**config.mk**
```make
export PLATFORM = sky130hd
export DESIGN_NAME = ipv4_header_receive_check_core
export DESIGN_NICKNAME = d
export VERILOG_FILES = /design/src/rtl/core/ipv4hc_pkg.sv /design/src/rtl/core/ipv4hc_in_stage.sv /design/src/rtl/core/ipv4hc_hdr_parse.sv /design/src/rtl/core/ipv4hc_out_stage.sv /design/src/rtl/core/ipv4_header_receive_check_core.sv
export SDC_FILE = /design/constraint.sdc
export NUM_CORES = 1
export LEC_CHECK = 0
export BUFFER_PORTS_ARGS = -buffer_cell sky130_fd_sc_hd__buf_4
export CAP_MARGIN = 25
export CORE_ASPECT_RATIO = 1.4
export CORE_UTILIZATION = 53
export CTS_BUF_LIST = sky130_fd_sc_hd__clkbuf_4 sky130_fd_sc_hd__clkbuf_8
export DETAILED_ROUTE_END_ITERATION = 7
export GPL_TIMING_DRIVEN = 0
export HOLD_SLACK_MARGIN = 0.03
export PLACE_DENSITY = 0.76
export SLEW_MARGIN = 15
export SYNTH_ARGS = -nofsm -noshare
export SYNTH_HDL_FRONTEND = slang
export SYNTH_SLANG_ARGS = --single-unit
```
**constraint.sdc**
```tcl
create_clock -name clk -period 5.6 [get_ports clk]
set_input_delay 0.84 -clock clk [delete_from_list [all_inputs] [get_ports clk]]
set_output_delay 0.84 -clock clk [all_outputs]
set_load 0.02 [all_outputs]
```
**src/rtl/core/ipv4hc_pkg.sv**
```systemverilog
// ---------------------------------------------------------------------------
// ipv4hc_pkg
// Types, constants and helpers shared by the IPv4 header check modules.
// ---------------------------------------------------------------------------
package ipv4hc_pkg;

  localparam int unsigned WORD_W = 16;
  localparam int unsigned IDX_W  = 5;

  localparam logic [15:0] SUM_GOOD      = 16'hffff;
  localparam logic [31:0] BCAST_ADDR    = 32'hffff_ffff;
  localparam logic [3:0]  IP_VERSION    = 4'd4;
  localparam logic [3:0]  MIN_IHL       = 4'd5;
  localparam logic [5:0]  MIN_HDR_BYTES = 6'd20;

  // Header word positions of the captured fields.
  localparam logic [IDX_W-1:0] IDX_VER_IHL   = 5'd0;
  localparam logic [IDX_W-1:0] IDX_TOTAL_LEN = 5'd1;
  localparam logic [IDX_W-1:0] IDX_TTL_PROTO = 5'd4;
  localparam logic [IDX_W-1:0] IDX_DEST_HI   = 5'd8;
  localparam logic [IDX_W-1:0] IDX_DEST_LO   = 5'd9;

  typedef enum logic [2:0] {
    VERDICT_ACCEPT   = 3'd0,
    VERDICT_VERSION  = 3'd1,
    VERDICT_HDR_LEN  = 3'd2,
    VERDICT_TTL      = 3'd3,
    VERDICT_CHECKSUM = 3'd4,
    VERDICT_DEST     = 3'd5
  } verdict_t;

  typedef struct packed {
    logic [WORD_W-1:0] word;
    logic              sop;
  } item_t;

  typedef struct packed {
    verdict_t    verdict;
    logic [5:0]  header_bytes;
    logic [15:0] payload_length;
    logic [7:0]  upper_protocol;
  } result_t;

  // One's-complement add with end-around carry.
  function automatic logic [15:0] oc_add(input logic [15:0] a, input logic [15:0] b);
    logic [16:0] s;
    s = {1'b0, a} + {1'b0, b};
    return s[15:0] + {15'b0, s[16]};
  endfunction

endpackage

```
**src/rtl/core/ipv4hc_in_stage.sv**
```systemverilog
// ---------------------------------------------------------------------------
// ipv4hc_in_stage
// Input register that holds one packet word until the parser takes it.
// ---------------------------------------------------------------------------
module ipv4hc_in_stage
  import ipv4hc_pkg::*;
(
  input  logic  clk,
  input  logic  rst_n,
  input  logic  in_valid,
  output logic  in_ready,
  input  item_t in_item,
  input  logic  advance,
  output logic  item_valid,
  output item_t item
);

  logic  valid_r, valid_nxt;
  item_t item_r;
  logic  in_fire;

  assign in_ready = !valid_r || advance;
  assign in_fire  = in_valid && in_ready;

  always_comb begin
    valid_nxt = valid_r;
    if (in_fire) begin
      valid_nxt = 1'b1;
    end else if (advance) begin
      valid_nxt = 1'b0;
    end
  end

  always_ff @(posedge clk) begin
    if (!rst_n) begin
      valid_r <= 1'b0;
    end else begin
      valid_r <= valid_nxt;
    end
  end

  always_ff @(posedge clk) begin
    if (in_fire) begin
      item_r <= in_item;
    end
  end

  assign item_valid = valid_r;
  assign item       = item_r;

endmodule

```
**src/rtl/core/ipv4hc_hdr_parse.sv**
```systemverilog
// ---------------------------------------------------------------------------
// ipv4hc_hdr_parse
// Header field capture, running checksum and verdict for one word a cycle unless the result stalls.
// ---------------------------------------------------------------------------
module ipv4hc_hdr_parse
  import ipv4hc_pkg::*;
(
  input  logic        clk,
  input  logic        rst_n,
  input  logic        cfg_wr_en,
  input  logic [31:0] cfg_wr_data,
  input  logic        item_valid,
  input  item_t       item,
  input  logic        advance,
  output logic        res_valid,
  output result_t     res
);

  logic [IDX_W-1:0] word_index_r;
  logic             header_done_r;
  logic [15:0]      ones_sum_r;
  logic [7:0]       version_ihl_r;
  logic [15:0]      packet_length_r;
  logic [7:0]       hop_limit_r;
  logic [7:0]       proto_field_r;
  logic [31:0]      dest_address_r;
  logic [31:0]      local_address_r;

  logic [IDX_W-1:0] idx;
  logic [15:0]      sum_base, sum_nxt;
  logic             open;
  logic             fire;
  logic [7:0]       version_ihl_nxt;
  logic [15:0]      packet_length_nxt;
  logic [7:0]       hop_limit_nxt;
  logic [7:0]       proto_field_nxt;
  logic [31:0]      dest_address_nxt;
  logic [3:0]       ihl;
  logic [5:0]       hdr_words;
  logic             last;
  logic [5:0]       hbytes;
  verdict_t         verdict;

  // A start flag restarts the header regardless of what was open.
  assign idx      = item.sop ? '0 : word_index_r;
  assign sum_base = item.sop ? 16'd0 : ones_sum_r;
  assign open     = item.sop || !header_done_r;
  assign fire     = item_valid && advance;
  assign sum_nxt  = oc_add(sum_base, item.word);

  always_comb begin
    version_ihl_nxt   = version_ihl_r;
    packet_length_nxt = packet_length_r;
    hop_limit_nxt     = hop_limit_r;
    proto_field_nxt   = proto_field_r;
    dest_address_nxt  = dest_address_r;
    case (idx)
      IDX_VER_IHL:   version_ihl_nxt = item.word[15:8];
      IDX_TOTAL_LEN: packet_length_nxt = item.word;
      IDX_TTL_PROTO: begin
        hop_limit_nxt   = item.word[15:8];
        proto_field_nxt = item.word[7:0];
      end
      IDX_DEST_HI:   dest_address_nxt = {item.word, dest_address_r[15:0]};
      IDX_DEST_LO:   dest_address_nxt = {dest_address_r[31:16], item.word};
      default: ;
    endcase
  end

  // Short IHL values still read a minimum-size header.
  assign ihl       = version_ihl_nxt[3:0];
  assign hdr_words = (ihl < MIN_IHL) ? {1'b0, MIN_IHL, 1'b0} : {1'b0, ihl, 1'b0};
  assign last      = ({1'b0, idx} + 6'd1) >= hdr_words;
  assign hbytes    = {ihl, 2'b00};

  always_comb begin
    if (version_ihl_nxt[7:4] != IP_VERSION) begin
      verdict = VERDICT_VERSION;
    end else if (ihl < MIN_IHL) begin
      verdict = VERDICT_HDR_LEN;
    end else if (hop_limit_nxt == 8'd0) begin
      verdict = VERDICT_TTL;
    end else if (sum_nxt != SUM_GOOD) begin
      verdict = VERDICT_CHECKSUM;
    end else if (dest_address_nxt != local_address_r && dest_address_nxt != BCAST_ADDR) begin
      verdict = VERDICT_DEST;
    end else begin
      verdict = VERDICT_ACCEPT;
    end
  end

  assign res_valid          = item_valid && open && last;
  assign res.verdict        = verdict;
  assign res.header_bytes   = hbytes;
  assign res.payload_length = (packet_length_nxt > {10'b0, hbytes}) ?
                              (packet_length_nxt - {10'b0, hbytes}) : 16'd0;
  assign res.upper_protocol = proto_field_nxt;

  always_ff @(posedge clk) begin
    if (!rst_n) begin
      local_address_r <= '0;
    end else if (cfg_wr_en) begin
      local_address_r <= cfg_wr_data;
    end
  end

  always_ff @(posedge clk) begin
    if (!rst_n) begin
      word_index_r    <= '0;
      header_done_r   <= 1'b1;
      ones_sum_r      <= '0;
      version_ihl_r   <= '0;
      packet_length_r <= '0;
      hop_limit_r     <= '0;
      proto_field_r   <= '0;
      dest_address_r  <= '0;
    end else if (fire && open) begin
      ones_sum_r      <= sum_nxt;
      version_ihl_r   <= version_ihl_nxt;
      packet_length_r <= packet_length_nxt;
      hop_limit_r     <= hop_limit_nxt;
      proto_field_r   <= proto_field_nxt;
      dest_address_r  <= dest_address_nxt;
      if (last) begin
        header_done_r <= 1'b1;
        word_index_r  <= '0;
      end else begin
        header_done_r <= 1'b0;
        word_index_r  <= idx + 1'b1;
      end
    end
  end

endmodule

```
**src/rtl/core/ipv4hc_out_stage.sv**
```systemverilog
// ---------------------------------------------------------------------------
// ipv4hc_out_stage
// Result register that holds a verdict until the receiver takes it.
// ---------------------------------------------------------------------------
module ipv4hc_out_stage
  import ipv4hc_pkg::*;
(
  input  logic    clk,
  input  logic    rst_n,
  input  logic    res_valid,
  input  result_t res,
  output logic    advance,
  output logic    out_valid,
  input  logic    out_ready,
  output result_t out_res
);

  logic    valid_r, valid_nxt;
  result_t res_r;

  assign advance = !valid_r || out_ready;

  always_comb begin
    valid_nxt = valid_r;
    if (advance) begin
      valid_nxt = res_valid;
    end
  end

  always_ff @(posedge clk) begin
    if (!rst_n) begin
      valid_r <= 1'b0;
    end else begin
      valid_r <= valid_nxt;
    end
  end

  always_ff @(posedge clk) begin
    if (advance && res_valid) begin
      res_r <= res;
    end
  end

  assign out_valid = valid_r;
  assign out_res   = res_r;

endmodule

```
**src/rtl/core/ipv4_header_receive_check_core.sv**
```systemverilog
// ---------------------------------------------------------------------------
// ipv4_header_receive_check_core
// IPv4 receive header check: field capture, checksum and one verdict a header.
// ---------------------------------------------------------------------------
// Usage:
//   The input channel (in_valid/in_ready) carries one 16-bit packet word per
//   item, in network byte order, with in_start_of_packet marking the first
//   word of a packet. Words past the end of the header are consumed and
//   dropped. The output channel (out_valid/out_ready) carries one item per
//   header: the verdict, header length in bytes, payload length and the
//   protocol number. The local address is written through cfg_wr_en and
//   cfg_wr_data while no packet is in flight.
//   Throughput is one word per cycle while the receiver keeps up. The input
//   register and the result register sit on either side of a single
//   add-and-compare stage: the last header word is held in the input
//   register, and its verdict is then registered in the result register.
//   When the receiver stalls, the pending verdict holds in the result
//   register and the parse stage stops. One more word is still taken into
//   the input register; after that the input is held off until the verdict
//   is taken, whether the waiting word belongs to a header or to a payload.
//   Reset clears both valid flags, marks no header open and clears the
//   local address to zero.
// ---------------------------------------------------------------------------
module ipv4_header_receive_check_core
  import ipv4hc_pkg::*;
(
  input  logic        clk,
  input  logic        rst_n,
  input  logic        cfg_wr_en,
  input  logic [31:0] cfg_wr_data,
  input  logic        in_valid,
  output logic        in_ready,
  input  logic [15:0] in_header_word,
  input  logic        in_start_of_packet,
  output logic        out_valid,
  input  logic        out_ready,
  output logic [2:0]  out_verdict,
  output logic [5:0]  out_header_bytes,
  output logic [15:0] out_payload_length,
  output logic [7:0]  out_upper_protocol
);

  item_t   in_item;
  item_t   item;
  logic    item_valid;
  logic    advance;
  logic    res_valid;
  result_t res;
  result_t out_res;

  assign in_item.word = in_header_word;
  assign in_item.sop  = in_start_of_packet;

  // Input register: one word waits here for the parse stage.
  ipv4hc_in_stage u_in_stage (
    .clk        (clk),
    .rst_n      (rst_n),
    .in_valid   (in_valid),
    .in_ready   (in_ready),
    .in_item    (in_item),
    .advance    (advance),
    .item_valid (item_valid),
    .item       (item)
  );

  // Parse stage: header state and the verdict for the final header word.
  ipv4hc_hdr_parse u_hdr_parse (
    .clk         (clk),
    .rst_n       (rst_n),
    .cfg_wr_en   (cfg_wr_en),
    .cfg_wr_data (cfg_wr_data),
    .item_valid  (item_valid),
    .item        (item),
    .advance     (advance),
    .res_valid   (res_valid),
    .res         (res)
  );

  // Result register: the stage advances whenever it is empty or being drained.
  ipv4hc_out_stage u_out_stage (
    .clk       (clk),
    .rst_n     (rst_n),
    .res_valid (res_valid),
    .res       (res),
    .advance   (advance),
    .out_valid (out_valid),
    .out_ready (out_ready),
    .out_res   (out_res)
  );

  assign out_verdict        = out_res.verdict;
  assign out_header_bytes   = out_res.header_bytes;
  assign out_payload_length = out_res.payload_length;
  assign out_upper_protocol = out_res.upper_protocol;

endmodule

```
==> results.py <==
metrics = {
    "job": {
        "timing.max_cap.violations": 0,
    },
    "worst_hold_path": {
        "min_path_cells": 2,
        "hp-class": "flip-flop to flip-flop",
        "holdPathEnd": "u_hdr_parse.ones_sum_r[1]$_SDFFE_PN0P_",
        "holdCritStartpoint": "u_hdr_parse.ones_sum_r[1]$_SDFFE_PN0P_",
    },
    "grt": {
        "antenna_found_initial": 0,
        "grt_max_degree": 23,
        "grt_use_total_pct": 29.8,
        "grt_pass1_vias": 8431,
        "grt.overflow.total": 0,
        "grt_first_pass_wirelength_um": 42400,
    },
    "layout": {
        "drive_gt1_share_pct": 13.2,
        "nNetsFinal": 1266,
        "antennaDiodeCount": 0,
        "final_core_util_pct": 61.7,
        "syn2layout_area_growth_pct": 14.5,
    },
    "sta": {
        "setup_viol": 0,
        "finalMaxSlewViolations": 0,
        "finalSetupTns_ps": 0,
        "fmax_ghz": 0.192,
        "hold_viol": 0,
        "period_needed_ps": 5200,
        "slew_headroom_pct": 45.0,
        "finalCritPeriodShare_pct": 92.9,
        "worst_slew_pin_slew_ps": 825,
        "skew_ps": 15.8,
    },
    "setup_path": {
        "crit_path_end_kind": "flip-flop",
        "critPathKind": "flip-flop to flip-flop",
        "cpMaxStageDelayCell": "edfxtp_1",
        "worstSetupStartpointType": "flip-flop",
        "critPathRequiredTime_ps": 5800,
        "r2r-end": "u_out_stage.out_res[32]$_SDFFCE_PP0P_",
        "r2r_slack_ps": 400,
        "path_depth": 21,
        "cp_max_fo": 10,
        "cp_cell_sequence": "clkbuf_2 -> clkbuf_2 -> nor2b_1 -> ha_1 -> clkbuf_1 -> nand2_1 -> o21ai_1 -> nand3_1 -> o21bai_1 -> o31a_1 -> a21o_1 -> a21o_1 -> ha_1 -> ha_1 -> nand2_1 -> nor3_4 -> nand4_4 -> and4bb_1 -> o21bai_1 -> a2111oi_4 -> a31oi_1",
        "critPathArrivalTime_ps": 5410,
        "crit_buf_inv": 3,
        "reg2reg_depth": 21,
        "max_stage_delay_ps": 450,
        "cp_top_family": "compound AO/OA/AOI/OAI gates",
        "crit-reg2reg-launch": "u_in_stage.item[0]$_DFFE_PP_",
        "path_common_cell": "ha_1",
    },
    "die": {
        "start_util_pct": 53.9,
        "die_h_um": 162,
        "die_area_um2": 18800,
        "ioPinCount": 89,
        "rows": 58,
        "core-area_um2": 17900,
        "die_w_um": 116,
    },
    "placed_design": {
        "portBuffers": 85,
        "dp_hpwl_um": 19900,
        "gp_congestion": 0.949,
    },
    "clock_tree": {
        "insertion_delay_ps": 490,
        "cts_tree": "yes",
        "clock-root-buffer": "clkbuf_8",
        "clockBufferDepth": 2,
        "cts_made_buffers": 17,
        "h-tree-depth": 4,
        "ctsHoldBuffers": 0,
        "numClockSinks": 176,
        "clkTransAtPathRegs_ps": 90,
    },
    "power": {
        "power-per-cell-area_nw_per_um2": 257,
        "cellLeakagePower_uw": 0.00415,
        "ir_drop_v": 0.000187,
    },
    "yosys": {
        "async_reset_ff_share_pct": 0,
        "synth.distinct_cells": 75,
        "synth_edf_count": 48,
        "synth_seq_cells": 176,
        "synthTopCellsByArea": "dfxtp_1 (27%), edfxtp_1 (15%), nor2_1 (5.9%), a22oi_1 (4.9%), mux2i_1 (4.8%)",
        "ys.flop_type": "dfxtp_1",
        "ys_top_cells_by_count": "nor2_1 (151), dfxtp_1 (128), nand2_1 (103)",
        "yosysTopAreaCellShare_pct": 26.5,
        "yosysMostFrequentCell": "nor2_1",
        "synthCells": 1073,
        "yosysTopAreaCell": "dfxtp_1",
        "netlist_area_um2": 9660,
        "yosysSeqAreaShare_pct": 41.4,
        "avgSynthCellArea_um2": 9.01,
        "yosys_warnings": 0,
    },
    "route": {
        "wl_per_cell_um": 19.0,
        "postRouteAntennaNets": 0,
        "dr_total_vias": 8679,
        "routed_wl_um": 27300,
        "drc": 0,
        "drt_iter0_drc": 785,
        "viasPerCell": 6.05,
        "dr.pass1.iters": 7,
    },
    "status": {
        "status": "finished clean",
    },
}
[routing by layer]
metal  track usage [%]  routed length (um)
met2              51.4               13800
met5                 0                   0
met4              18.1                1500
met1              33.6               10300
met3              5.56                1720
[through the flow]
step           worst slack (ps)  cells  hold slack, ps  area (um2)  power [uW]
2_1_floorplan               647   1074             427        9670        1800
3_3_place_gp              -1180   1399             437       10600        1950
3_5_place_dp               22.5   1400             446       10600        1960
4_1_cts                    5.13   1432             460       11000        2830
5_1_grt                   -10.1   1434             481       11100        2940
6_report                    396   1434             457       11100        2840
[worst register-to-register path: cells and delay by family (launching register included)]
kind	cells	cell delay [ps]
AO/OA/AOI/OAI	8	1670
AND/OR/NAND/NOR	7	1300
buffers and inverters	3	820
adder cells (fa/ha/maj)	3	690
flip-flops	1	450
[cell usage in the layout (no fill, tap or decap), drive strengths merged, types with 25 or more instances in the layout]
cell / instances
a21oi: 54
a22oi: 63
buf: 103
clkbuf: 86
dfxtp: 128
edfxtp: 48
ha: 29
mux2i: 46
nand2: 103
nor2: 151
nor3: 34
o21ai: 25
xnor2: 34
xor2: 37
[how the worst max path moves through the flow]
| stage | slack (ps) | startpoint | to |
|---|---|---|---|
| detailed placement | 20 | u_in_stage.item[0]$_DFFE_PP_ | u_out_stage.out_res[32]$_SDFFCE_PP0P_ |
| global placement | -1180 | u_in_stage.item[0]$_DFFE_PP_ | u_hdr_parse.word_index_r[0]$_SDFFE_PN0P_ |
| global route | -10 | u_in_stage.item[0]$_DFFE_PP_ | u_out_stage.out_res[32]$_SDFFCE_PP0P_ |
| CTS | 5 | u_in_stage.item[0]$_DFFE_PP_ | u_out_stage.out_res[32]$_SDFFCE_PP0P_ |
| floorplan | 650 | u_in_stage.item[0]$_DFFE_PP_ | u_hdr_parse.word_index_r[0]$_SDFFE_PN0P_ |
| finish | 400 | u_in_stage.item[0]$_DFFE_PP_ | u_out_stage.out_res[32]$_SDFFCE_PP0P_ |
[area by class of cell]
cell class / count / area [um2]
Fill cell: 1532 / 6860
Multi-Input combinational cell: 798 / 5290
Sequential cell: 176 / 4000
Timing Repair Buffer: 88 / 681
Buffer: 82 / 337
Tap cell: 240 / 300
Clock buffer: 19 / 249
Clock inverter: 13 / 135
Inverter: 18 / 67.6
[cells by family (layout without fill, tap and decap cells)]
logic type,count (synthesis),count (layout),synth area share (%)
muxes,55,55,5.81
buffers and inverters,100,220,4.16
adders and majority gates,31,31,4.17
other,1,2,0.0388
xor gates and xnor gates,71,71,6.67
and+or+nand+nor,385,385,18.6
AOI/OAI and AO/OA,254,254,19.1
DFF,176,176,41.4
[power by group]
group          internal [uW]  total [uW]  switching (uW)
clock                    407         892             485
sequential              1360        1410            43.4
combinational            212         545             333
total                   1980        2840             861
[sequential cells by signal (all words and copies together), names as in the netlist, 8 cells and up]
name	cells
u_out_stage.out_res	31
u_hdr_parse.local_address_r	32
u_in_stage.item	17
u_hdr_parse.ones_sum_r	16
u_hdr_parse.proto_field_r	8
u_hdr_parse.version_ihl_r	8
u_hdr_parse.hop_limit_r	8
u_hdr_parse.packet_length_r	16
u_hdr_parse.dest_address_r	32
[what timing repair did]
| action | 4_1_cts | 5_1_grt |
|---|---|---|
| resized for setup | 1 | 5 |
| endpoints found under the hold margin | 0 | 0 |
| endpoints found under the setup margin | 1 | 13 |
| setup buffers | 0 | 2 |
No activity file was read; power rests on OpenSTA's default activity.
